`src/design/sorted_set_insert_with_median_top_defines.svh`:
```
// assertion helpers for the sorted set block
`ifndef SORTED_SET_INSERT_WITH_MEDIAN_TOP_DEFINES_SVH
`define SORTED_SET_INSERT_WITH_MEDIAN_TOP_DEFINES_SVH

`ifndef SYNTHESIS
// same-cycle implication, checked outside reset
`define SSIM_ASSERT_NOW(label, clk, rst_n, ante, cons) \
    label: assert property (@(posedge clk) disable iff (!rst_n) (ante) |-> (cons)) \
        else $error("sorted set check failed");
// next-cycle implication, checked outside reset
`define SSIM_ASSERT_NEXT(label, clk, rst_n, ante, cons) \
    label: assert property (@(posedge clk) disable iff (!rst_n) (ante) |=> (cons)) \
        else $error("sorted set check failed");
`else
`define SSIM_ASSERT_NOW(label, clk, rst_n, ante, cons)
`define SSIM_ASSERT_NEXT(label, clk, rst_n, ante, cons)
`endif

`endif

```
`src/design/ssim_pkg.sv`:
```
package ssim_pkg;

    localparam int VALUE_W      = 32;
    localparam int COUNT_W      = 7;
    localparam int STATUS_W     = 2;
    localparam int CAPACITY_DEF = 64;

    typedef enum logic [STATUS_W-1:0] {
        ST_INSERTED  = 2'd0,
        ST_DUPLICATE = 2'd1,
        ST_FULL      = 2'd2
    } status_t;

    // compare results of one cell
    typedef struct packed {
        logic lt;
        logic eq;
    } cell_flags_t;

    // controls broadcast to every cell
    typedef struct packed {
        logic insert;
        logic load_mid;
    } cell_ctrl_t;

endpackage

```
`src/design/ssim_cell.sv`:
```
module ssim_cell
    import ssim_pkg::*;
(
    input  logic                      clk,
    input  logic                      rst_n,
    input  cell_ctrl_t                ctrl,
    input  logic signed [VALUE_W-1:0] value,
    input  logic                      occupied,
    input  logic                      left_lt,
    input  logic signed [VALUE_W-1:0] left_entry,
    input  logic                      mid_set,
    output cell_flags_t               flags,
    output logic signed [VALUE_W-1:0] entry,
    output logic                      mid,
    output logic        [VALUE_W-1:0] sel_entry
);

    logic signed [VALUE_W-1:0] entry_reg;
    logic signed [VALUE_W-1:0] entry_next;
    logic                      mid_reg;

    // only held entries take part in the compare
    assign flags.lt = occupied && (entry_reg < value);
    assign flags.eq = occupied && (entry_reg == value);

    // on an insert keep when below the new value, else take the new value or shift right; otherwise keep
    always_comb
    begin
        entry_next = entry_reg;
        if (ctrl.insert && !flags.lt)
        begin
            entry_next = left_lt ? value : left_entry;
        end
    end

    always_ff @(posedge clk)
    begin
        entry_reg <= entry_next;
    end

    always_ff @(posedge clk or negedge rst_n)
    begin
        if (!rst_n)
        begin
            mid_reg <= 1'b0;
        end
        else if (ctrl.load_mid)
        begin
            mid_reg <= mid_set;
        end
    end

    assign entry     = entry_reg;
    assign mid       = mid_reg;
    assign sel_entry = mid_reg ? entry_reg : '0;

endmodule

```
`config.mk`:
```
export PLATFORM = sky130hd
export DESIGN_NAME = ssim_cell
export DESIGN_NICKNAME = d
export VERILOG_FILES = /design/src/design/sorted_set_insert_with_median_top_defines.svh /design/src/design/ssim_pkg.sv /design/src/design/ssim_cell.sv
export SDC_FILE = /design/constraint.sdc
export NUM_CORES = 1
export LEC_CHECK = 0
export ABC_CLOCK_PERIOD_IN_PS = 3400
export BUFFER_PORTS_ARGS = -buffer_cell sky130_fd_sc_hd__clkbuf_2
export CORE_AREA = 2 2 77 79
export DETAILED_ROUTE_END_ITERATION = 10
export DIE_AREA = 0 0 79 81
export GPL_TIMING_DRIVEN = 0
export PLACE_DENSITY = 0.77
export SYNTH_ARGS = -nofsm -noshare
export SYNTH_HDL_FRONTEND = slang
export SYNTH_SLANG_ARGS = --single-unit
```
`constraint.sdc`:
```
create_clock -name clk -period 3.4 [get_ports clk]
set_clock_uncertainty 0.15 [all_clocks]
set_input_delay 1.02 -clock clk [delete_from_list [all_inputs] [get_ports clk]]
set_output_delay 1.02 -clock clk [all_outputs]
set_load 0.005 [all_outputs]
```
==> reports/metrics.csv <==
metric,value,unit
finalPower,1.34,mW
dp_hpwl,4.90,mm
syn-instance-count,222,
dr.max_layer_used,met4,
ir_drop,228,uV
worstMarginPinSlew,896,ps
relSlewSlack,0.403,
numCtsBuffers,5,
failed_checks,setup timing,
r2r_end,entry[8]$_DFFE_PP_,
cts.path.max_buffers,2,
min_period,3620,ps
synthTopCellsByCount,"inv_1, and2_1, edfxtp_1, ha_1, mux2_2",
routed_wl,6.78,mm
hold_class,input pin to asynchronous set/reset pin,
crit_required,2230,ps
drive_above_1_share,0.634,
status,"finished, violations left",
yosysSeqAreaShare,0.402,
powerDensity,355,nW/um^2
placed_cells,433,
drt_iter0_drc,53,
yosysMostFrequentCell,inv_1,
fill_cells,452,
synth_area,2450,um^2
yosysTopAreaCell,edfxtp_1,
h-tree-depth,2,
insertion_delay,290,ps
ios,138,
synth_seq_cells,33,
vias_per_cell,4.94,
die_area,6400,um^2
drv_cap,0,
crit_end,flags[1],
drc,0,
core,5680,um^2
layout.cells.non_filler,444,
synth_top_area_share,0.391,
antenna_cells,0,
finalSetupViolations,2,
yosys_warnings,0,
setup_ws,-217,ps
synthArstFlopShare,0.0303,
antenna_found_initial,0,
cp-start-kind,input pin,
antenna_left,0,
routedWlPerCell,15.3,um
port_buffers,136,
rrSetupSlack,430,ps
cp_cell_sequence,buf_8 -> inv_4 -> ha_4 -> nand4_1 -> buf_4 -> nor4_4 -> o41a_1 -> o21ai_1 -> buf_2,
fmax,276,MHz
path_clk_slew,70,ps
grt_usage,0.192,
hold_ws,346,ps
r2r-start,entry[20]$_DFFE_PP_,
synth_area_leaders,"edfxtp_1, ha_1, mux2_2, and2_1, inv_1",
die_w,79,um
grt_pass1_wl,9.58,mm
cp_data_arrival_time,2450,ps
finalCritPeriodShare,1.06,
critPathLaunch,value[23],
slowest_stage,nor4_4,
hold_violations,0,
path_max_fanout,3,
numClockSinks,33,
area_delta_synth_final,53.9,%
die_y,81,um
netlist-cell-type-count,33,
drv_slew,0,
max_stage_delay,280,ps
synth-edff-count,32,
num_rows,28,
post-route-util,0.666,
drtPass1Iterations,4,
dr_wl_met3,376,um
synthesis.nets,325,
avgSynthCellArea,11.1,um^2
largest_reg_flops,32,
grt_pass1_vias,2123,
gp_congestion,0.793,
overflow,0,
reg2regPathDepth,6,
wl_met2,3.45,mm
worstSetupPathType,input pin to output port,
rsz0062_at_grt,yes,
start_util,0.433,
vias,2192,
p_leak,1.74,nW
ys.flop_type,edfxtp_1,
ctsHoldBuffers,0,
fin_tns_setup,-364,ps
grt_max_degree,33,
finalNetCount,471,
m1WireLength,2.75,mm
cts_root_buffer,clkbuf_8,
cts_tree,done,
end_kind,output port,
## how the worst min path moves through the flow
stage / from / end / slack [ps] / cells after the start
2_1_floorplan: mid$_DFFE_PN0P_ / mid$_DFFE_PN0P_ / 440 / 1
3_3_place_gp: mid$_DFFE_PN0P_ / mid$_DFFE_PN0P_ / 510 / 1
3_5_place_dp: mid$_DFFE_PN0P_ / mid$_DFFE_PN0P_ / 530 / 1
4_1_cts: rst_n / mid$_DFFE_PN0P_ / 340 / 1
5_1_grt: rst_n / mid$_DFFE_PN0P_ / 340 / 1
6_report: rst_n / mid$_DFFE_PN0P_ / 350 / 1
## logic make-up (layout without fill, tap and decap cells)
logic type | Yosys count | after routing | share of synthesized area
AO/OA/AOI/OAI | 28 | 28 | 0.0765
multiplexers | 33 | 33 | 0.151
flip-flops | 33 | 33 | 0.402
buffers and inverters | 40 | 187 | 0.0627
adder cells (fa/ha/maj) | 32 | 32 | 0.163
AND/OR/NAND/NOR | 56 | 56 | 0.145
## layout by cell type, fill, tap and decap left out, types with 2 or more instances in the layout
cell type and n:
inv_2 13, a21oi_1 11, buf_4 3, a21oi_2 3, clkbuf_1 4, ha_4 22, o21a_1 2, nand3_1 2
buf_6 9, o21ai_0 2, clkbuf_2 124, nand2_1 6, nand4_4 2, edfxtp_1 32, inv_4 2, clkbuf_8 5
o21ai_1 2, inv_1 18, mux2_2 32, buf_8 2, ha_1 10, buf_2 4, and2_1 32, nand4_1 5
## what timing repair did
action | 4_1_cts | 5_1_grt
pin swaps | 19 | 20
buffers inserted | 0 | 3
endpoints found under the setup margin | 34 | 34
cloned | 0 | 0
resized for setup | 32 | 37
endpoints found under the hold margin | 0 | 0
## report_power, final
part,internal (mW),switching (mW)
clock network,0.216,0.158
logic,0.231,0.196
registers,0.500,0.0425
total,0.946,0.397
## critical path, delay by kind of cell
kind / cells / cell delay [ps]
buffers and inverters: 4 / 420
AOI/OAI and AO/OA: 2 / 320
adders and majority gates: 1 / 260
and+or+nand+nor: 2 / 430
## layout make-up
type                            instances  area (um^2)  area share
Multi-Input combinational cell        149         1650       0.437
Sequential cell                        33          986       0.261
Timing Repair Buffer                  139          779       0.206
Inverter                               33          129      0.0341
Tap cell                               75         93.8      0.0248
Clock buffer                            5         68.8      0.0182
Clock inverter                          3         41.3      0.0109
Buffer                                  7         30.0     0.00795
## metrics by stage
stage | setup slack [ps] | area [um^2]
2_1_floorplan | 29.9 | 2450
3_3_place_gp | -682 | 3230
3_5_place_dp | -674 | 3230
4_1_cts | -227 | 3580
5_1_grt | -318 | 3780
6_report | -217 | 3780
## layer usage
metal | vias to the layer above | track usage
li1 | 1085 | -
met1 | 991 | 0.233
met2 | 98 | 0.342
met3 | 18 | 0.0289
met4 | 0 | 0.0759
met5 | - | 0
No activity file was read; power rests on OpenSTA's default activity.
